$ cat config.mk
export PLATFORM = sky130hd
export DESIGN_NAME = page_walk_translate_remap
export DESIGN_NICKNAME = d
export VERILOG_FILES = /design/src/pwtr_pkg.sv /design/src/pwtr_walk.sv /design/src/pwtr_res_fifo.sv /design/src/page_walk_translate_remap.sv
export SDC_FILE = /design/constraint.sdc
export NUM_CORES = 2
export LEC_CHECK = 0
export BUFFER_PORTS_ARGS = -buffer_cell sky130_fd_sc_hd__buf_4
export CAP_MARGIN = 10
export CORE_UTILIZATION = 40
export CTS_BUF_LIST = sky130_fd_sc_hd__clkbuf_4 sky130_fd_sc_hd__clkbuf_8 sky130_fd_sc_hd__clkbuf_16
export CTS_CLUSTER_DIAMETER = 30
export DETAILED_ROUTE_END_ITERATION = 8
export MAX_ROUTING_LAYER = met4
export PLACE_DENSITY = 0.57
export SYNTH_ARGS = -nofsm -noshare
export SYNTH_HDL_FRONTEND = slang
export SYNTH_SLANG_ARGS = --single-unit
$ cat constraint.sdc
create_clock -name aclk -period 5.35 [get_ports aclk]
set_input_delay 0.535 -clock aclk [delete_from_list [all_inputs] [get_ports aclk]]
set_output_delay 0.535 -clock aclk [all_outputs]
set_load 0.01 [all_outputs]
$ cat src/pwtr_pkg.sv
package pwtr_pkg;

    // Physical address width; sums into physical addresses wrap here.
    localparam int PHYS_ADDR_BITS = 52;
    localparam logic [51:0] PA_MASK = (52'(1) << PHYS_ADDR_BITS) - 52'(1);

    // Input kinds carried on s_tuser.
    localparam logic [1:0] KIND_TRANSLATE = 2'd0;
    localparam logic [1:0] KIND_REMAP     = 2'd1;
    localparam logic [1:0] KIND_READ_RET  = 2'd2;

    // Result kinds carried on m_tuser.
    localparam logic [1:0] RES_READ       = 2'd0;
    localparam logic [1:0] RES_WRITE      = 2'd1;
    localparam logic [1:0] RES_XLATE_DONE = 2'd2;
    localparam logic [1:0] RES_REMAP_DONE = 2'd3;

    // Page table entry bits.
    localparam int PTE_PRESENT_BIT = 0;
    localparam int PTE_LARGE_BIT   = 7;
    localparam logic [63:0] PTE_KEEP_MASK = 64'hFFF0_0000_0000_0FFF;

    // Result queue, depth must be a power of two.
    localparam int OUT_DEPTH = 4;
    localparam int OUT_PTR_W = $clog2(OUT_DEPTH);
    localparam int OUT_CNT_W = $clog2(OUT_DEPTH + 1);

    typedef struct packed {
        logic [1:0]  kind;
        logic [51:0] root_base;
        logic [47:0] virt_addr;
        logic [51:0] new_frame;
        logic [63:0] read_data;
    } req_t;

    typedef struct packed {
        logic [1:0]  result_kind;
        logic [51:0] mem_addr;
        logic [63:0] write_data;
        logic [51:0] phys_addr;
        logic        fault;
        logic [51:0] old_frame;
        logic        last;
    } res_t;

    typedef struct packed {
        logic [1:0] count;
        res_t       first;
        res_t       second;
    } walk_out_t;

    // Nine-bit table index of the given walk level (3 is the top table).
    function automatic logic [8:0] level_index(logic [47:0] va, logic [1:0] lvl);
        logic [8:0] idx;
        unique case (lvl)
            2'd3:    idx = va[47:39];
            2'd2:    idx = va[38:30];
            2'd1:    idx = va[29:21];
            default: idx = va[20:12];
        endcase
        return idx;
    endfunction

    function automatic logic [51:0] entry_address(logic [51:0] base, logic [8:0] idx);
        return (base + {40'd0, idx, 3'd0}) & PA_MASK;
    endfunction

endpackage

$ cat src/pwtr_walk.sv
module pwtr_walk
    import pwtr_pkg::*;
(
    input  logic      aclk,
    input  logic      aresetn,
    input  logic      fire,
    input  req_t      req,
    output walk_out_t walk_out
);

    logic        active_reg, active_next;
    logic        remap_reg, remap_next;
    logic [1:0]  level_reg, level_next;
    logic [47:0] vaddr_reg, vaddr_next;
    logic [39:0] frame_reg, frame_next;
    logic [51:0] entry_reg, entry_next;

    logic [51:0] pte_frame;
    logic        present;
    logic        large_page;
    logic        descend;
    logic [1:0]  lower_level;
    logic [51:0] offset;

    assign pte_frame   = {req.read_data[51:12], 12'd0};
    assign present     = req.read_data[PTE_PRESENT_BIT];
    assign large_page  = req.read_data[PTE_LARGE_BIT];
    assign lower_level = level_reg - 2'd1;

    always_comb begin
        active_next = active_reg;
        remap_next  = remap_reg;
        level_next  = level_reg;
        vaddr_next  = vaddr_reg;
        frame_next  = frame_reg;
        entry_next  = entry_reg;
        walk_out    = '0;
        descend     = 1'b0;
        offset      = '0;

        if (fire) begin
            if (req.kind == KIND_TRANSLATE || req.kind == KIND_REMAP) begin
                if (!active_reg) begin
                    active_next = 1'b1;
                    remap_next  = (req.kind == KIND_REMAP);
                    level_next  = 2'd3;
                    vaddr_next  = req.virt_addr;
                    frame_next  = req.new_frame[51:12];
                    entry_next  = entry_address(req.root_base,
                                                level_index(req.virt_addr, 2'd3));
                    walk_out.count             = 2'd1;
                    walk_out.first.result_kind = RES_READ;
                    walk_out.first.mem_addr    = entry_next;
                    walk_out.first.last        = 1'b1;
                end
            end else if (req.kind == KIND_READ_RET && active_reg) begin
                if (remap_reg) begin
                    if (level_reg != 2'd0) begin
                        if (!present || large_page) begin
                            active_next                = 1'b0;
                            walk_out.count             = 2'd1;
                            walk_out.first.result_kind = RES_REMAP_DONE;
                            walk_out.first.fault       = 1'b1;
                            walk_out.first.last        = 1'b1;
                        end else begin
                            descend = 1'b1;
                        end
                    end else begin
                        // Leaf: write back the entry with its frame replaced.
                        active_next                 = 1'b0;
                        walk_out.count              = 2'd2;
                        walk_out.first.result_kind  = RES_WRITE;
                        walk_out.first.mem_addr     = entry_reg;
                        walk_out.first.write_data   = (req.read_data & PTE_KEEP_MASK)
                                                    | {12'd0, frame_reg, 12'd0};
                        walk_out.second.result_kind = RES_REMAP_DONE;
                        walk_out.second.old_frame   = pte_frame;
                        walk_out.second.last        = 1'b1;
                    end
                end else begin
                    if (level_reg != 2'd0 && !present) begin
                        active_next                = 1'b0;
                        walk_out.count             = 2'd1;
                        walk_out.first.result_kind = RES_XLATE_DONE;
                        walk_out.first.fault       = 1'b1;
                        walk_out.first.last        = 1'b1;
                    end else if (level_reg == 2'd0 || large_page) begin
                        case (level_reg)
                            2'd3:    offset = '0;
                            2'd2:    offset = {22'd0, vaddr_reg[29:0]};
                            2'd1:    offset = {31'd0, vaddr_reg[20:0]};
                            default: offset = {40'd0, vaddr_reg[11:0]};
                        endcase
                        active_next                = 1'b0;
                        walk_out.count             = 2'd1;
                        walk_out.first.result_kind = RES_XLATE_DONE;
                        walk_out.first.phys_addr   = (pte_frame + offset) & PA_MASK;
                        walk_out.first.last        = 1'b1;
                    end else begin
                        descend = 1'b1;
                    end
                end

                if (descend) begin
                    level_next = lower_level;
                    entry_next = entry_address(pte_frame,
                                               level_index(vaddr_reg, lower_level));
                    walk_out.count             = 2'd1;
                    walk_out.first.result_kind = RES_READ;
                    walk_out.first.mem_addr    = entry_next;
                    walk_out.first.last        = 1'b1;
                end
            end
        end
    end

    always_ff @(posedge aclk) begin
        if (!aresetn) begin
            active_reg <= 1'b0;
            remap_reg  <= 1'b0;
            level_reg  <= 2'd0;
            vaddr_reg  <= '0;
            frame_reg  <= '0;
            entry_reg  <= '0;
        end else begin
            active_reg <= active_next;
            remap_reg  <= remap_next;
            level_reg  <= level_next;
            vaddr_reg  <= vaddr_next;
            frame_reg  <= frame_next;
            entry_reg  <= entry_next;
        end
    end

endmodule

$ cat src/pwtr_res_fifo.sv
module pwtr_res_fifo
    import pwtr_pkg::*;
(
    input  logic       aclk,
    input  logic       aresetn,
    input  walk_out_t  push,
    output logic       room,
    output logic       out_valid,
    input  logic       out_ready,
    output res_t       out_data
);

    res_t                 mem [OUT_DEPTH];
    logic [OUT_PTR_W-1:0] wr_ptr_reg, wr_ptr_next;
    logic [OUT_PTR_W-1:0] rd_ptr_reg, rd_ptr_next;
    logic [OUT_CNT_W-1:0] cnt_reg, cnt_next;
    logic [OUT_PTR_W-1:0] wr_ptr_inc;
    logic                 pop;

    assign room       = (cnt_reg <= OUT_CNT_W'(OUT_DEPTH - 2));
    assign out_valid  = (cnt_reg != '0);
    assign out_data   = mem[rd_ptr_reg];
    assign pop        = out_valid && out_ready;
    assign wr_ptr_inc = wr_ptr_reg + OUT_PTR_W'(1);

    always_comb begin
        wr_ptr_next = wr_ptr_reg + OUT_PTR_W'(push.count);
        rd_ptr_next = rd_ptr_reg + OUT_PTR_W'(pop);
        cnt_next    = cnt_reg + OUT_CNT_W'(push.count) - OUT_CNT_W'(pop);
    end

    always_ff @(posedge aclk) begin
        if (push.count != 2'd0) begin
            mem[wr_ptr_reg] <= push.first;
        end
        if (push.count == 2'd2) begin
            mem[wr_ptr_inc] <= push.second;
        end
    end

    always_ff @(posedge aclk) begin
        if (!aresetn) begin
            wr_ptr_reg <= '0;
            rd_ptr_reg <= '0;
            cnt_reg    <= '0;
        end else begin
            wr_ptr_reg <= wr_ptr_next;
            rd_ptr_reg <= rd_ptr_next;
            cnt_reg    <= cnt_next;
        end
    end

endmodule

$ cat src/page_walk_translate_remap.sv
// Four-level page table walker with translate and remap requests.
// The input stream carries one request per transfer: s_tuser selects a
// translate request, a remap request or the return of a table entry read.
// Every walk step produces a read request on the output stream; the
// caller performs the read and sends the entry back as a read return.
// A translate walk ends with a translate-done result (address or fault).
// A remap walk ends with a remap-done result, preceded on success by a
// write request carrying the updated leaf entry.
// A request waits in the input register until the result queue has room.
// Throughput: one input request per cycle while the queue has room;
// the walk logic is a single combinational step between the input
// register and the result queue. A remap completion places two
// results in the queue, which drains one result per cycle, so
// sustained input can briefly slow to its pace.
// Reset clears the walk state, the input register and the result queue.
// When the receiver stalls, results wait in a four-entry queue; once it
// has fewer than two free slots the input register holds and s_tready
// drops, so nothing is ever lost or reordered.
module page_walk_translate_remap
    import pwtr_pkg::*;
(
    input  logic         aclk,
    input  logic         aresetn,

    input  logic         s_tvalid,
    output logic         s_tready,
    // Fields from bit 0: root_base[51:0], virt_addr[99:52],
    // new_frame[151:100], read_data[215:152].
    input  logic [215:0] s_tdata,
    // Fields from bit 0: kind[1:0].
    input  logic [1:0]   s_tuser,

    output logic         m_tvalid,
    input  logic         m_tready,
    // Fields from bit 0: mem_addr[51:0], write_data[115:52], phys_addr[167:116],
    // fault[168], old_frame[220:169], zero padding[223:221].
    output logic [223:0] m_tdata,
    // Fields from bit 0: result_kind[1:0].
    output logic [1:0]   m_tuser,
    output logic         m_tlast
);

    req_t      req_reg;
    logic      in_valid_reg, in_valid_next;
    logic      room;
    logic      fire;
    logic      s_fire;
    walk_out_t walk_out;
    res_t      head;

    // The held request is processed as soon as the queue can take two
    // results; the input register refills in the same cycle.
    assign fire     = in_valid_reg && room;
    assign s_tready = !in_valid_reg || fire;
    assign s_fire   = s_tvalid && s_tready;

    always_comb begin
        if (s_fire) begin
            in_valid_next = 1'b1;
        end else if (fire) begin
            in_valid_next = 1'b0;
        end else begin
            in_valid_next = in_valid_reg;
        end
    end

    always_ff @(posedge aclk) begin
        if (!aresetn) begin
            in_valid_reg <= 1'b0;
        end else begin
            in_valid_reg <= in_valid_next;
        end
    end

    always_ff @(posedge aclk) begin
        if (s_fire) begin
            req_reg.kind      <= s_tuser;
            req_reg.root_base <= s_tdata[51:0];
            req_reg.virt_addr <= s_tdata[99:52];
            req_reg.new_frame <= s_tdata[151:100];
            req_reg.read_data <= s_tdata[215:152];
        end
    end

    pwtr_walk u_walk (
        .aclk     (aclk),
        .aresetn  (aresetn),
        .fire     (fire),
        .req      (req_reg),
        .walk_out (walk_out)
    );

    pwtr_res_fifo u_fifo (
        .aclk      (aclk),
        .aresetn   (aresetn),
        .push      (walk_out),
        .room      (room),
        .out_valid (m_tvalid),
        .out_ready (m_tready),
        .out_data  (head)
    );

    assign m_tdata = {3'd0, head.old_frame, head.fault, head.phys_addr,
                      head.write_data, head.mem_addr};
    assign m_tuser = head.result_kind;
    assign m_tlast = head.last;

endmodule

==> reports/qor.csv <==
metric,value,unit
grt_pass1_wl,248000,um
drt-total-wl,171000,um
fin_util,54.1,%
initial_core_util,40.4,%
fin_skew,0.0604,ns
cp-end-kind,flop,
clk_path_buf_depth,4,
antenna_found_initial,10,
slew_viol_final,0,
ys.flop_type,dfxtp_1,
multi_input_area,19300,um^2
synth_common_cells,"828 x dfxtp_1, 512 x nand2_1, 378 x edfxtp_1",
yosys_warnings,0,
yosysUniqueCellTypes,77,
cts_buffers,291,
grt_overflow_total,0,
remaining_drc_errors,0,
routedWlPerCell,25.4,um
avgSynthCellArea,11.5,um^2
cp.required,6.01,ns
clock.fmax,245,MHz
dpl.hpwl,106000,um
area_delta_synth_final,33.9,%
path_class,reg -> reg,
slew_headroom,11.5,%
yosysMostFrequentCell,dfxtp_1,
die_area,123000,um^2
cts_sinks,1206,
place_congestion,0.890,
maxCapViolCount,0,
ys_seq_elements,1206,
synthesis.area,48600,um^2
core.rowCount,127,
detail_route.vias_per_cell,5.80,
status,"finished, final reports clean",
ir_drop,0.382,mV
drive_above_1_share,24.8,%
p_per_area,486,nW/um^2
rsz0062_at_grt,no,
crit_path_start_kind,flop,
num_io_pins,451,
ys_seq_area_share,57.5,%
drtAntennaViolNets,0,
hold_path.class,in -> reg,
largest_reg_flops,848,
synth_area_leader_cell,dfxtp_1,
nFillCells,10286,
p_leak,24.2,nW
fp.dieW,350,um
clk_pin_slew_worst_paths,0.04,ns
critPathMaxFanout,12,
finalHoldViolations,0,
drtIter0Drc,4198,
core_area,120000,um^2
seq_area,27900,um^2
synth_edf_count,378,
chipHeight,350,um
clkLatencyLatePin,0.89,ns
synthCells,4228,
timing.final.crit_share,76.4,%
power,31.6,mW
layout_min_cycle_time,4.09,ns
drt_first_pass_iters,6,
cts_tree,yes,
grt_max_degree,155,
cts-root-buf,clkbuf_16,
grt_pass1_vias,37319,
synth_top_area_share,34.1,%
fin_tns_setup,0,ns
nNetsFinal,5149,
grt_use_total,28.1,%
htreeDepth,5,
cp.arrival,4.75,ns
finalSetupViolCount,0,
numPortBuffers,423,
detailroute.via_count,38969,
worstMarginPinSlew,1.33,ns
synth_area_leaders,"dfxtp_1 34%, edfxtp_1 23%, mux4_2 9.8%",
synthArstFlopShare,0,%
## cell usage in the layout (no fill, tap or decap), types with 42 or more instances in the layout
cell type,count
a21oi_1,191
a22o_1,364
a22oi_1,53
buf_4,486
clkbuf_16,305
clkinv_2,42
dfxtp_1,826
dlygate4sd3_1,207
edfxtp_1,378
mux4_2,212
nand2_1,505
nand3_1,169
nand4_1,46
nor2_1,265
o21ai_0,275
xnor2_1,42
## power by group
group | leakage [nW] | internal (mW) | switching, mW
clock | 4.79 | 11.9 | 5.29
sequential | 10.2 | 10.0 | 0.475
combinational | 9.19 | 1.70 | 2.26
## final timing paths
path                                           from              endpoint  slack, ns  cells past startpoint
worst min-delay path                        aresetn  u_walk.entry_reg[38]       0.22                      3
worst max register to register  u_walk.level_reg[0]    u_fifo.mem[1][104]       1.26                     14
worst min register to register   u_fifo.mem[3][102]    u_fifo.mem[3][102]       0.44                      2
worst max-delay path            u_walk.level_reg[0]    u_fifo.mem[1][104]       1.26                     14
## logic make-up (layout without fill, tap and decap cells)
| logic type | count (synthesis) | in the layout | share of synthesized area [%] |
|---|---|---|---|
| flops | 1206 | 1206 | 57.5 |
| compound gates | 1092 | 1092 | 15.7 |
| other cells | 1 | 25 | 0.00772 |
| mux | 224 | 224 | 10.1 |
| fa+ha+maj | 41 | 41 | 1.10 |
| simple gates | 1220 | 1220 | 11.4 |
| xor+xnor | 58 | 58 | 1.05 |
| buf+inv | 386 | 1241 | 3.20 |
## critical path, cell delays in order, from the launching register on
cell	delay, ns
dfxtp_1	0.36
inv_1	0.13
ha_1	0.44
nor2_1	0.12
nor2_1	0.34
nand2_1	0.18
fa_1	0.45
nor2b_1	0.17
o211ai_1	0.13
a21oi_1	0.34
o211ai_1	0.18
buf_4	0.23
a2111oi_2	0.45
xnor2_1	0.24
o21ai_0	0.14
## metal layers
| layer | vias to the layer above | share of wire [%] | global-route usage (%) |
|---|---|---|---|
| li1 | 17263 | - | - |
| met5 | - | 0 | - |
| met1 | 19517 | 43 | 38.6 |
| met4 | 0 | 3.5 | 11.0 |
| met3 | 311 | 9.4 | 7.00 |
| met2 | 1878 | 44 | 39.6 |
## final cells by class
cell class | count | share of cell area (%)
diodes | 10 | 0.0385
well taps | 1612 | 3.10
clock buffers | 376 | 12.9
repair buffers | 703 | 9.10
multi-input cells | 2650 | 29.7
clock inverters | 128 | 2.02
flip-flops and latches | 1206 | 42.9
inverters | 34 | 0.200
## through the flow
stage	cell area [um^2]	worst slack, ns	instances	hold slack [ns]
2_1_floorplan	48600	1.61	4242	0.420
3_3_place_gp	53300	1.48	5998	0.428
3_5_place_dp	53300	1.41	5998	0.437
4_1_cts	65000	1.35	6709	0.157
5_1_grt	65000	1.01	6717	0.203
6_report	65000	1.26	6719	0.215
## what timing repair did
| item | CTS | global route |
|---|---|---|
| setup endpoints to repair | 0 | 0 |
| hold endpoints to repair | 207 | 0 |
| resized for setup | 0 | 0 |
| hold buffers | 207 | 0 |
| buffers inserted | 0 | 0 |
Note: power is estimated with default switching activity, not from simulation.
